$ cat config.mk
export PLATFORM = sky130hd
export DESIGN_NAME = q8_block_dequantizer
export DESIGN_NICKNAME = d
export VERILOG_FILES = /design/src/rtl/q8bd_pkg.sv /design/src/rtl/q8_block_dequantizer.sv /design/src/rtl/q8bd_parser.sv /design/src/rtl/q8bd_scaler.sv
export SDC_FILE = /design/constraint.sdc
export NUM_CORES = 1
export LEC_CHECK = 0
export ABC_CLOCK_PERIOD_IN_PS = 19300
export BUFFER_PORTS_ARGS = -buffer_cell sky130_fd_sc_hd__buf_2
export CORE_ASPECT_RATIO = 0.75
export CORE_MARGIN = 5
export CORE_UTILIZATION = 60
export DETAILED_ROUTE_END_ITERATION = 10
export PLACE_DENSITY = 0.87
export SLEW_MARGIN = 15
export SYNTH_ARGS = -nofsm -noshare
export SYNTH_HDL_FRONTEND = slang
export SYNTH_HIERARCHICAL = 1
export SYNTH_SLANG_ARGS = --single-unit
$ cat constraint.sdc
create_clock -name clk_i -period 19.3 [get_ports clk_i]
set_input_delay 2.895 -clock clk_i [delete_from_list [all_inputs] [get_ports clk_i]]
set_output_delay 2.895 -clock clk_i [all_outputs]
set_load 0.03 [all_outputs]
$ cat src/rtl/q8bd_pkg.sv
`timescale 1ns / 1ps
// ----------------------------------------------------------------------------
// q8bd_pkg
// Shared types and constants for the Q8 block dequantizer.
// ----------------------------------------------------------------------------
package q8bd_pkg;

  localparam logic [31:0] QNAN_DEFAULT = 32'h7FC0_0000;
  localparam logic [31:0] INF_BITS     = 32'h7F80_0000;

  // Front-end decode handed to the multiply/pack stage
  typedef struct packed {
    logic [15:0] scale;
    logic [7:0]  value;
    logic        block_last;
    logic        row_last;
  } q8bd_item_t;

endpackage

$ cat src/rtl/q8_block_dequantizer.sv
// A value byte's result is registered after acceptance in the input/parse
// register, then in the multiply/pack result register.
// Throughput: one byte per cycle when not stalled; scale bytes produce no result.
// Stall backs up through the two registers combinationally, in the same cycle.
// Reset clears position, scale and valid flags asynchronously.
`timescale 1ns / 1ps
// ----------------------------------------------------------------------------
// q8_block_dequantizer
// Streams Q8_0 blocks and emits single-precision weights.
// ----------------------------------------------------------------------------
module q8_block_dequantizer #(
  parameter int BLOCK_VALUES = 32
) (
  input  logic        clk_i,
  input  logic        rst_ni,
  input  logic        valid_i,
  output logic        stall_o,
  input  logic [7:0]  data_byte_i,
  input  logic        row_start_i,
  input  logic        row_end_i,
  output logic        valid_o,
  input  logic        stall_i,
  output logic [31:0] value_bits_o,
  output logic        block_last_o,
  output logic        row_last_o
);
  import q8bd_pkg::*;

  q8bd_item_t item;
  logic       item_valid, item_stall;

  q8bd_parser #(.BLOCK_VALUES(BLOCK_VALUES)) u_parser (
    .clk_i, .rst_ni, .valid_i, .stall_o, .data_byte_i, .row_start_i, .row_end_i,
    .item_valid_o(item_valid), .item_stall_i(item_stall), .item_o(item)
  );

  q8bd_scaler u_scaler (
    .clk_i, .rst_ni, .item_valid_i(item_valid), .item_stall_o(item_stall),
    .item_i(item), .valid_o, .stall_i, .value_bits_o, .block_last_o, .row_last_o
  );
endmodule

$ cat src/rtl/q8bd_parser.sv
`timescale 1ns / 1ps
// ----------------------------------------------------------------------------
// q8bd_parser
// Tracks block position, assembles the scale and registers value items.
// ----------------------------------------------------------------------------
module q8bd_parser #(
  parameter int BLOCK_VALUES = 32
) (
  input  logic                  clk_i,
  input  logic                  rst_ni,
  input  logic                  valid_i,
  output logic                  stall_o,
  input  logic [7:0]            data_byte_i,
  input  logic                  row_start_i,
  input  logic                  row_end_i,
  output logic                  item_valid_o,
  input  logic                  item_stall_i,
  output q8bd_pkg::q8bd_item_t  item_o
);
  import q8bd_pkg::*;

  localparam int PW = $clog2(BLOCK_VALUES + 2);
  localparam logic [PW-1:0] LAST_POS = PW'(BLOCK_VALUES + 1);

  logic [PW-1:0] pos_q, pos_d, pos_cur;
  logic [7:0]    low_q;
  logic [15:0]   scale_q;
  logic          vld_q;
  q8bd_item_t    item_q;
  logic          acc, is_val, last;

  assign stall_o = vld_q && item_stall_i;
  assign acc     = valid_i && !stall_o;
  assign pos_cur = row_start_i ? '0 : pos_q;
  assign is_val  = pos_cur > PW'(1);
  assign last    = pos_cur >= LAST_POS;

  always_comb begin
    if (pos_cur == '0) begin
      pos_d = PW'(1);
    end else if (pos_cur == PW'(1)) begin
      pos_d = PW'(2);
    end else begin
      pos_d = last ? '0 : pos_cur + PW'(1);
    end
    if (row_end_i) pos_d = '0;
  end

  always_ff @(posedge clk_i or negedge rst_ni) begin
    if (!rst_ni) begin
      pos_q   <= '0;
      low_q   <= '0;
      scale_q <= '0;
      vld_q   <= 1'b0;
    end else begin
      if (acc) begin
        pos_q <= pos_d;
        if (pos_cur == '0) low_q <= data_byte_i;
        if (pos_cur == PW'(1)) scale_q <= {data_byte_i, low_q};
      end
      if (!stall_o) vld_q <= acc && is_val;
    end
  end

  always_ff @(posedge clk_i) begin
    if (acc && is_val) begin
      item_q.scale      <= scale_q;
      item_q.value      <= data_byte_i;
      item_q.block_last <= last;
      item_q.row_last   <= row_end_i;
    end
  end

  assign item_valid_o = vld_q;
  assign item_o       = item_q;

`ifndef SYNTH
  ap_pos_range: assert property (@(posedge clk_i) disable iff (!rst_ni)
    pos_q <= LAST_POS) else $error("position out of range");
  ap_end_clears: assert property (@(posedge clk_i) disable iff (!rst_ni)
    acc && row_end_i |=> pos_q == '0) else $error("row end did not clear position");
  ap_hold: assert property (@(posedge clk_i) disable iff (!rst_ni)
    vld_q && item_stall_i |=> vld_q && $stable(item_q)) else $error("item lost");
`endif
endmodule

$ cat src/rtl/q8bd_scaler.sv
`timescale 1ns / 1ps
// ----------------------------------------------------------------------------
// q8bd_scaler
// Exact half * int8 product packed as single precision, output register.
// ----------------------------------------------------------------------------
module q8bd_scaler (
  input  logic                  clk_i,
  input  logic                  rst_ni,
  input  logic                  item_valid_i,
  output logic                  item_stall_o,
  input  q8bd_pkg::q8bd_item_t  item_i,
  output logic                  valid_o,
  input  logic                  stall_i,
  output logic [31:0]           value_bits_o,
  output logic                  block_last_o,
  output logic                  row_last_o
);
  import q8bd_pkg::*;

  logic        hs, qneg;
  logic [4:0]  he;
  logic [9:0]  hm;
  logic [7:0]  mag;
  logic [10:0] sig;
  logic [4:0]  ex;
  logic [17:0] prod;
  logic [4:0]  k;
  logic [31:0] res, bits_q;
  logic [40:0] sh;
  logic [7:0]  fexp;
  logic        vld_q, bl_q, rl_q;

  assign hs   = item_i.scale[15];
  assign he   = item_i.scale[14:10];
  assign hm   = item_i.scale[9:0];
  assign qneg = item_i.value[7];
  assign mag  = qneg ? 8'(-item_i.value) : item_i.value;
  assign sig  = (he != '0) ? {1'b1, hm} : {1'b0, hm};
  assign ex   = (he != '0) ? he : 5'd1;
  assign prod = 18'(sig) * 18'(mag);

  // leading one search over 18 bits (priority encoder)
  always_comb begin
    k = '0;
    for (int i = 0; i < 18; i++) begin
      if (prod[i]) k = 5'(i);
    end
  end

  assign sh   = {23'b0, prod} << (5'd23 - k);
  assign fexp = 8'(k) + 8'(ex) + 8'd102;

  always_comb begin
    if (he == 5'h1F) begin
      if (hm != '0) res = {hs, QNAN_DEFAULT[30:0]} | {9'b0, hm, 13'b0};
      else if (mag == '0) res = QNAN_DEFAULT;
      else res = {hs ^ qneg, INF_BITS[30:0]};
    end else if (prod == '0) begin
      res = {hs ^ qneg, 31'b0};
    end else begin
      res = {hs ^ qneg, fexp, sh[22:0]};
    end
  end

  assign item_stall_o = vld_q && stall_i;

  always_ff @(posedge clk_i or negedge rst_ni) begin
    if (!rst_ni) vld_q <= 1'b0;
    else if (!item_stall_o) vld_q <= item_valid_i;
  end

  always_ff @(posedge clk_i) begin
    if (!item_stall_o && item_valid_i) begin
      bits_q <= res;
      bl_q   <= item_i.block_last;
      rl_q   <= item_i.row_last;
    end
  end

  assign valid_o      = vld_q;
  assign value_bits_o = bits_q;
  assign block_last_o = bl_q;
  assign row_last_o   = rl_q;

`ifndef SYNTH
  ap_out_hold: assert property (@(posedge clk_i) disable iff (!rst_ni)
    vld_q && stall_i |=> vld_q && $stable(bits_q)) else $error("result lost");
  ap_fill: assert property (@(posedge clk_i) disable iff (!rst_ni)
    item_valid_i && !item_stall_o |=> vld_q) else $error("item dropped");
  ap_stall: assert property (@(posedge clk_i) disable iff (!rst_ni)
    item_stall_o |-> vld_q) else $error("stall without result");
`endif
endmodule
==> impl_metrics.tcl, run 1 <==
set metrics [dict create \
    syn2layout_area_growth_pct 7.21 \
    cts_tree "yes" \
    detail_route.drc_violations 0 \
    slowest_stage "xor2_1" \
    achievable_freq_mhz 109 \
    synth_top_area_share_pct 21.4 \
    crit_type "reg2reg" \
    postSynthCellCount 841 \
    period_needed_ns 9.16 \
    port_buffers 49 \
    core_area_um2 13700 \
    globalplace.congestion 0.976 \
    setup.worst_path.start "u_parser/item_o[2]" \
    worst_hold_path.endpoint "u_scaler/block_last_o" \
    path_clk_slew_ns 0.06 \
    yosysTopAreaCell "edfxtp_1" \
    grt_start_max_net_pins 35 \
    setup.worst_path.start_class "flop" \
    final_cell_mix "inv_1 (87), nand2_1 (61), edfxtp_1 (60)" \
    postSynth.topFlopCell "edfxtp_1" \
    cts_num_sinks 92 \
    start_util_pct 61.3 \
    post_synth.cell_area_avg_um2 10.0 \
    status "finished, final reports clean" \
    rsz0062_at_grt "false" \
    antenna_found_initial 2 \
    global_route.usage.met3_pct 5.97 \
    insertion_delay_ns 0.35 \
    worst_clock_skew_ns 0.0130 \
    die_w_um 147 \
    finish.instance_area_um2 9040 \
    postSynthRegisterBits 92 \
    post_cts_resize_count 0 \
    fin_setup_tns_ns 0 \
    tritoncts.num_buffers 9 \
    yosys.cell_types.count 93 \
    row_count 37 \
    setup_viol_count_final 0 \
    leakage_power_nw 3.93 \
    worst_r2r_path_depth 29 \
    tightest_slew_ns 0.911 \
    layout.cells.most_common "inv_1" \
    setup.worst_path.end_class "flop" \
    synth_async_sr_flop_share_pct 34.8 \
    post_cts_repair_setup_buffers 0 \
    dr.pass1.iters 5 \
    groute.usage.overall_pct 25.7 \
    die_height_um 113 \
    timing.slew.headroom_pct 39.1 \
    antenna-diode-count 0 \
    met2_usage_pct 38.1 \
    holdCritStartpoint "u_parser/item_o[1]" \
    route.antenna.remaining_nets 0 \
    cap_violations 0 \
    worst_ep_arrival_time_ns 9.21 \
    final_max_slew_viol_count 0 \
    clock_path_buffers 2 \
    cts-htree-levels 3 \
    power_per_unit_of_standard_cell_area_nw_per_um2 112 \
    post_route_cells_drive_above_1_share_pct 15.7 \
    rr_endpoint "u_scaler/value_bits_o[30]" \
    critPathRequiredTime_ns 19.35 \
    die_area_um2 16500 \
    cp_slowest_stage_delay_ns 0.75 \
    period_share_pct 47.5 \
    top_level_ports 50 \
    hold_violations 0 \
    synth_seq_area_share_pct 30.9 \
    wl_um 20600 \
    avgRoutedWirePerCell_um 19.6 \
    grt_pass1_wl_um 34100 \
    hpwl_detailed_um 15900 \
    power.total_mw 1.02 \
    design.final.nets 989 \
    most_repeated_library_cell_on_the_critical_path "inv_1" \
    clock-root-buffer "clkbuf_16" \
    grt_pass1_vias 6439 \
    grt_busiest_layer "met2" \
    hold_path.class "reg2reg" \
    ir_worst_vdd_v 0.0000596 \
    post_cts_hold_buffer_count 0 \
    worst_r2r_startpoint "u_parser/item_o[2]" \
    drt_iter0_markers 651 \
    num_vias 6574 \
    fillers 1045 \
    hold_path_depth 0 \
    path_max_fanout 22 \
    global_route.overflow_total 0 \
    netlist_area_um2 8430 \
    reg2reg_setup_slack_ns 10.14 \
    post_drt_via_cell_ratio 6.25 \
    met1_usage_pct 37.8 \
    ys_warn_count 6 \
    synth_top_cells_by_area "edfxtp_1 (21%), fa_1 (13%), dfrtp_1 (9.5%)" \
    synth-edff-count 60 \
    post_dp_cell_area_um2 8730 \
]
==> report_power, final <==
| group | internal (mW) | total, mW | switching, mW | leakage [nW] |
|---|---|---|---|---|
| clock network | 0.0930 | 0.169 | 0.0761 | 0.146 |
| registers | 0.250 | 0.263 | 0.0129 | 0.938 |
| logic | 0.218 | 0.584 | 0.366 | 2.85 |
| total | 0.561 | 1.02 | 0.455 | 3.93 |
==> sequential cells by signal (all words and copies together), names as in the netlist <==
register	flops
u_scaler/value_bits_o	32
u_parser/item_o	26
u_parser/scale_q	16
u_parser/low_q	8
u_parser/pos_q	6
u_parser/item_valid_o	1
u_scaler/block_last_o	1
u_scaler/row_last_o	1
u_scaler/valid_o	1
==> per-layer routing <==
| metal | wire length, um | up-vias |
|---|---|---|
| li1 | - | 3009 |
| met1 | 9370 | 3208 |
| met2 | 9070 | 322 |
| met3 | 1820 | 33 |
| met4 | 328 | 2 |
| met5 | 18 | - |
==> through the flow <==
stage	util (%)	worst slack, ns	instances	hold slack [ns]
after detailed placement	63.5	10.02	1036	0.406
after floorplan	-	11.50	846	0.400
final	65.7	10.14	1052	0.423
after CTS	65.7	9.96	1052	0.425
after global placement	63.5	10.42	1036	0.401
after global routing	65.7	9.56	1052	0.442
==> worst max-delay path: cells and delay by family, from the launching register on <==
| family | cells | cell delay [ns] |
|---|---|---|
| DFF | 1 | 0.57 |
| and+or+nand+nor | 5 | 1.36 |
| xor gates and xnor gates | 1 | 0.75 |
| AOI/OAI and AO/OA | 8 | 1.91 |
| buffers and inverters | 7 | 0.74 |
| adders and majority gates | 8 | 3.50 |
==> area by class of cell <==
class | count | area [um^2] | area share (%)
clock inverter | 6 | 57.6 | 0.637
tap | 175 | 219 | 2.42
clock buffer | 10 | 239 | 2.64
sequential | 92 | 2600 | 28.8
multi-input combinational | 623 | 5280 | 58.5
timing repair buffer | 54 | 283 | 3.13
inverter | 92 | 353 | 3.90
==> cell usage after synthesis, drive strengths merged, types with 6 or more instances <==
master   n
fa      55
clkbuf  21
nor2    41
buf     18
ha      48
nand3   12
xnor2   14
and2    45
and3     6
nand2   62
edfxtp  60
nor3    22
mux2    24
nand4    6
nand2b  12
dfrtp   32
a21o    11
mux2i    6
a21boi   8
inv     90
xor2    11
a211oi  17
a21oi   43
nor2b   30
or3      8
o211ai  12
o21ai   38
a31oi    6
==> logic make-up after synthesis <==
group | after synthesis | share of synthesized area [%]
compound gates | 192 | 17.0
xor+xnor | 25 | 2.60
fa+ha+maj | 103 | 20.2
buf+inv | 131 | 6.89
flops | 92 | 30.9
mux | 30 | 4.72
other cells | 1 | 0.0445
simple gates | 267 | 17.6
==> worst max-delay path by stage <==
stage                                end  slack, ns  cells after the start
3_5_place_dp   u_scaler/value_bits_o[30]      10.02                     26
5_1_grt        u_scaler/value_bits_o[30]       9.56                     29
4_1_cts        u_scaler/value_bits_o[30]       9.96                     26
2_1_floorplan  u_scaler/value_bits_o[30]      11.50                     35
3_3_place_gp   u_scaler/value_bits_o[30]      10.42                     24
6_report       u_scaler/value_bits_o[30]      10.14                     29
No activity file was read; power rests on OpenSTA's default activity.
==> run 2: changes to the inputs <==
--- a/config.mk
+++ b/config.mk
@@ -5,7 +5,7 @@
 export SDC_FILE = /design/constraint.sdc
 export NUM_CORES = 1
 export LEC_CHECK = 0
-export ABC_CLOCK_PERIOD_IN_PS = 19300
+export ABC_CLOCK_PERIOD_IN_PS = 8600
 export BUFFER_PORTS_ARGS = -buffer_cell sky130_fd_sc_hd__buf_2
 export CORE_ASPECT_RATIO = 0.75
 export CORE_MARGIN = 5
==> constraint.sdc (replaced) <==
create_clock -name clk_i -period 8.6 [get_ports clk_i]
set_input_delay 1.29 -clock clk_i [delete_from_list [all_inputs] [get_ports clk_i]]
set_output_delay 1.29 -clock clk_i [all_outputs]
set_load 0.03 [all_outputs]
==> impl_metrics.tcl, run 2 (synthesis gave the netlist of run 1 again) <==
set metrics [dict create \
    post_drt_via_cell_ratio 6.23 \
    design.final.nets 1011 \
    core_area_um2 13700 \
    final.hold.worst_slack_ns 0.431 \
    proportion_of_power_drawn_by_flip_flops_and_latches_pct 25.3 \
    cts_num_sinks 92 \
    grt_start_max_net_pins 35 \
    most_repeated_library_cell_on_the_critical_path "inv_1" \
    global_route.overflow_total 0 \
    avgRoutedWirePerCell_um 20.2 \
    grt_pass1_wl_um 35300 \
    cp_slowest_stage_delay_ns 0.56 \
    num_vias 6689 \
    sequential_cell_area_um2 2600 \
    wl_um 21700 \
    net-switching-power_mw 1.04 \
    timing.slew.headroom_pct 25.3 \
    layout.cells.most_common "inv_1" \
    port_buffers 49 \
    cts-htree-levels 3 \
    power.total_mw 2.35 \
    final_max_slew_viol_count 0 \
    clock_path_buffers 2 \
    tightest_slew_ns 1.11 \
    cap_violations 0 \
    final_core_utilization_pct 67.3 \
    hold_violations 0 \
    final_critical_path_setup_slack_ns 0.383 \
    cts_tree "yes" \
    post_cts_hold_buffer_count 0 \
    worst_clock_skew_ns 0.0152 \
    largest_register_ffs 32 \
    path_clk_slew_ns 0.07 \
    die_height_um 113 \
    top_level_ports 50 \
    worst_ep_arrival_time_ns 8.28 \
    globalplace.congestion 0.991 \
    dr.pass1.iters 5 \
    period_needed_ns 8.22 \
    status "finished, final reports clean" \
    ir_worst_vdd_v 0.000169 \
    setup.worst_path.end_class "flop" \
    insertion_delay_ns 0.35 \
    power_frac_clock_pct 16.8 \
    hpwl_detailed_um 16500 \
    setup_viol_count_final 0 \
    period_share_pct 95.5 \
    start_util_pct 61.3 \
    multi_input_comb_area_um2 5330 \
    drt_iter0_markers 753 \
    internal_power_mw 1.31 \
    slowest_stage "fa_1" \
    path_max_fanout 16 \
    combinationalPowerShare_pct 57.9 \
    antenna_found_initial 0 \
    critPathRequiredTime_ns 8.66 \
    crit_type "reg2reg" \
    post_route_cells_drive_above_1_share_pct 18.4 \
    leakage_power_nw 4.06 \
    setup.worst_path.start_class "flop" \
    fillers 983 \
    syn2layout_area_growth_pct 9.72 \
    power_per_unit_of_standard_cell_area_nw_per_um2 254 \
    achievable_freq_mhz 122 \
    die_area_um2 16500 \
    hold_path.class "reg2reg" \
    tritoncts.num_buffers 9 \
    die_w_um 147 \
    route.antenna.remaining_nets 0 \
    placement.setup.worst_slack_ns 0.235 \
    grt_pass1_vias 6747 \
    switching_share_pct 44.1 \
    detail_route.drc_violations 0 \
    row_count 37 \
    antenna-diode-count 0 \
    finish.instance_area_um2 9250 \
    final_cell_mix "inv_1 (87), nand2_1 (61), edfxtp_1 (60)" \
    post_dp_cell_area_um2 8840 \
    clock-root-buffer "clkbuf_16" \
    groute.usage.overall_pct 26.5 \
]
run 2: final timing paths:
kind                                    start  cells after the start                        end  slack, ns
setup / recovery           u_parser/item_o[2]                     32  u_scaler/value_bits_o[30]       0.38
hold / removal             u_parser/item_o[1]                      0      u_scaler/block_last_o       0.43
setup reg to reg           u_parser/item_o[2]                     32  u_scaler/value_bits_o[30]       0.38
hold reg to reg            u_parser/item_o[1]                      0      u_scaler/block_last_o       0.43
max in group asynchronous              rst_ni                      1           u_scaler/valid_o       7.17
min in group asynchronous              rst_ni                      1          u_parser/pos_q[4]       0.98
run 2: layer usage:
metal	vias up	part of all wire [%]	global-route usage, %
li1	3049	-	-
met3	62	8.4	6.26
met4	0	2.8	8.33
met1	3209	44	37.0
met5	-	0	0
met2	369	45	41.1
run 2: power groups by stage:
stage          registers (mW)  clock network, mW  logic, mW
6_report                0.595              0.395       1.36
5_1_grt                 0.599              0.421       1.48
4_1_cts                 0.594              0.396       1.30
3_5_place_dp            0.601                  0       1.28
3_3_place_gp            0.594                  0       1.27
2_1_floorplan           0.598                  0      0.994
run 2: critical path, delay by kind of cell, from the launching register on:
| family | cells | cell delay (ns) |
|---|---|---|
| buffers and inverters | 9 | 0.85 |
| and+or+nand+nor | 5 | 0.90 |
| adders and majority gates | 9 | 3.64 |
| AOI/OAI and AO/OA | 8 | 1.90 |
| DFF | 1 | 0.44 |
| xor gates and xnor gates | 1 | 0.17 |
run 2: cell type report:
type | count | share of cell area [%]
clock inverters | 5 | 0.446
flip-flops and latches | 92 | 28.1
repair buffers | 76 | 4.84
inverters | 92 | 3.81
multi-input cells | 623 | 57.6
clock buffers | 11 | 2.75
well taps | 175 | 2.37
run 2: per-stage QoR:
step	cells	TNS, ns
after detailed placement	1050	0
after CTS	1066	0
after global placement	1050	0
after floorplan	846	0
final	1074	0
after global routing	1074	-0.00496
run 2: timing repair:
action	CTS	global route
setup buffers	0	8
setup endpoints to repair	0	4
resized for setup	0	10
==> run 3: changes to the inputs <==
--- a/config.mk
+++ b/config.mk
@@ -9,10 +9,10 @@
 export BUFFER_PORTS_ARGS = -buffer_cell sky130_fd_sc_hd__buf_2
 export CORE_ASPECT_RATIO = 0.75
 export CORE_MARGIN = 5
-export CORE_UTILIZATION = 60
+export CORE_UTILIZATION = 63
 export DETAILED_ROUTE_END_ITERATION = 10
-export PLACE_DENSITY = 0.87
-export SLEW_MARGIN = 15
+export PLACE_DENSITY = 0.9
+export SLEW_MARGIN = 20
 export SYNTH_ARGS = -nofsm -noshare
 export SYNTH_HDL_FRONTEND = slang
 export SYNTH_HIERARCHICAL = 1
==> impl_metrics.tcl, run 3 (synthesis gave the netlist of run 1 again) <==
set metrics [dict create \
    status "finished, final reports clean" \
    post_drt_via_cell_ratio 6.30 \
    met1_usage_pct 39.9 \
    start_util_pct 64.5 \
    met2_usage_pct 45.2 \
    groute.usage.overall_pct 28.4 \
    achievable_freq_mhz 120 \
    setup.worst_path.end_class "flop" \
    port_buffers 49 \
    critPathRequiredTime_ns 8.64 \
    global_route.overflow_total 0 \
    rr_endpoint "u_scaler/value_bits_o[30]" \
    detail_route.drc_violations 0 \
    grt_busiest_layer "met2" \
    path_clk_slew_ns 0.07 \
    avgRoutedWirePerCell_um 20.6 \
    die_area_um2 15800 \
    reg2reg_setup_slack_ns 0.30 \
    ir_worst_vdd_v 0.000165 \
    wl_um 21900 \
    drt_iter0_markers 858 \
    insertion_delay_ns 0.35 \
    period_share_pct 96.5 \
    top_level_ports 50 \
    setup_viol_count_final 0 \
    num_vias 6680 \
    cts_num_sinks 92 \
    path_max_fanout 22 \
    global_route.usage.met3_pct 6.60 \
    power_per_unit_of_standard_cell_area_nw_per_um2 255 \
    total_instance_count_after_detailed_placement 1043 \
    hold_path_depth 0 \
    hpwl_detailed_um 16600 \
    cp_slowest_stage_delay_ns 0.54 \
    tritoncts.num_buffers 9 \
    setup.worst_path.start_class "flop" \
    crit_type "reg2reg" \
    cap_violations 0 \
    grt_pass1_wl_um 35100 \
    final-instance-count-excl-fill 1060 \
    antenna-diode-count 0 \
    final_max_slew_viol_count 0 \
    hold_path.class "reg2reg" \
    clock-root-buffer "clkbuf_16" \
    tightest_slew_ns 0.901 \
    core_area_um2 13100 \
    cts_tree "yes" \
    antenna_found_initial 0 \
    worst_clock_skew_ns 0.0140 \
    dr.pass1.iters 5 \
    fin_setup_tns_ns 0 \
    layout.cells.most_common "inv_1" \
    row_count 36 \
    slowest_stage "fa_1" \
    design.final.nets 1001 \
    worst_hold_path.endpoint "u_scaler/row_last_o" \
    largest_register_ffs 32 \
    worst_ep_arrival_time_ns 8.35 \
    worst_r2r_startpoint "u_parser/item_o[4]" \
    grt_pass1_vias 6570 \
    post_route_cells_drive_above_1_share_pct 17.5 \
    die_height_um 110 \
    final_core_utilization_pct 70.3 \
    route.antenna.remaining_nets 0 \
    final_cell_mix "inv_1 (87), nand2_1 (61), edfxtp_1 (60)" \
    grt_start_max_net_pins 35 \
    timing.slew.headroom_pct 39.8 \
    hold_violations 0 \
    die_w_um 144 \
    holdCritStartpoint "u_parser/item_o[0]" \
    globalplace.congestion 1.04 \
    leakage_power_nw 4.02 \
    final.hold.worst_slack_ns 0.429 \
    worst_r2r_path_depth 27 \
    period_needed_ns 8.30 \
    syn2layout_area_growth_pct 8.94 \
    cts-htree-levels 3 \
    power.total_mw 2.34 \
    clock_path_buffers 2 \
]
run 3: stage by stage:
step	cell area (um^2)	setup WS, ns
after floorplan	8450	0.800
after global placement	8810	0.657
after detailed placement	8810	0.187
after CTS	9120	0.151
after global routing	9180	-0.0225
final	9180	0.297
run 3: report_power, final:
part / leakage (nW) / internal (mW) / switching (mW)
clock network: 0.152 / 0.210 / 0.197
logic: 2.93 / 0.518 / 0.823
registers: 0.938 / 0.561 / 0.0311
run 3: cell type report:
| type | count | area, um^2 |
|---|---|---|
| repair buffers | 66 | 373 |
| clock inverters | 7 | 86.3 |
| inverters | 92 | 353 |
| clock buffers | 9 | 225 |
| well taps | 171 | 214 |
| flip-flops and latches | 92 | 2600 |
| multi-input cells | 623 | 5330 |
| fillers | 970 | 3880 |
run 3: critical path: cells and delay by family (launching register included):
kind / cells / cell delay (ns)
adders and majority gates: 7 / 3.30
and+or+nand+nor: 5 / 1.37
buffers and inverters: 6 / 0.51
AOI/OAI and AO/OA: 8 / 2.08
DFF: 1 / 0.48
xor gates and xnor gates: 1 / 0.22
run 3: how the worst max path moves through the flow:
| stage | endpoint | slack [ns] | cells past startpoint | startpoint |
|---|---|---|---|---|
| after floorplan | u_scaler/value_bits_o[30] | 0.80 | 35 | u_parser/item_o[2] |
| after global routing | u_scaler/value_bits_o[30] | -0.02 | 30 | u_parser/item_o[2] |
| after detailed placement | u_scaler/value_bits_o[30] | 0.19 | 27 | u_parser/item_o[4] |
| final | u_scaler/value_bits_o[30] | 0.30 | 27 | u_parser/item_o[4] |
| after CTS | u_scaler/value_bits_o[30] | 0.15 | 27 | u_parser/item_o[4] |
| after global placement | u_scaler/value_bits_o[30] | 0.66 | 32 | u_parser/item_o[2] |
run 3: timing repair:
action | CTS | global route
gates resized for setup | 0 | 10
endpoints found under the hold margin | 0 | 0
buffers inserted | 0 | 1
hold buffers | 0 | 0
endpoints found under the setup margin | 0 | 4
run 3: layer usage:
metal / wire length [um] / vias up
met1: 9420 / 3254
li1: - / 3035
met3: 1870 / 48
met2: 10100 / 343
met4: 493 / 0
met5: 0 / -
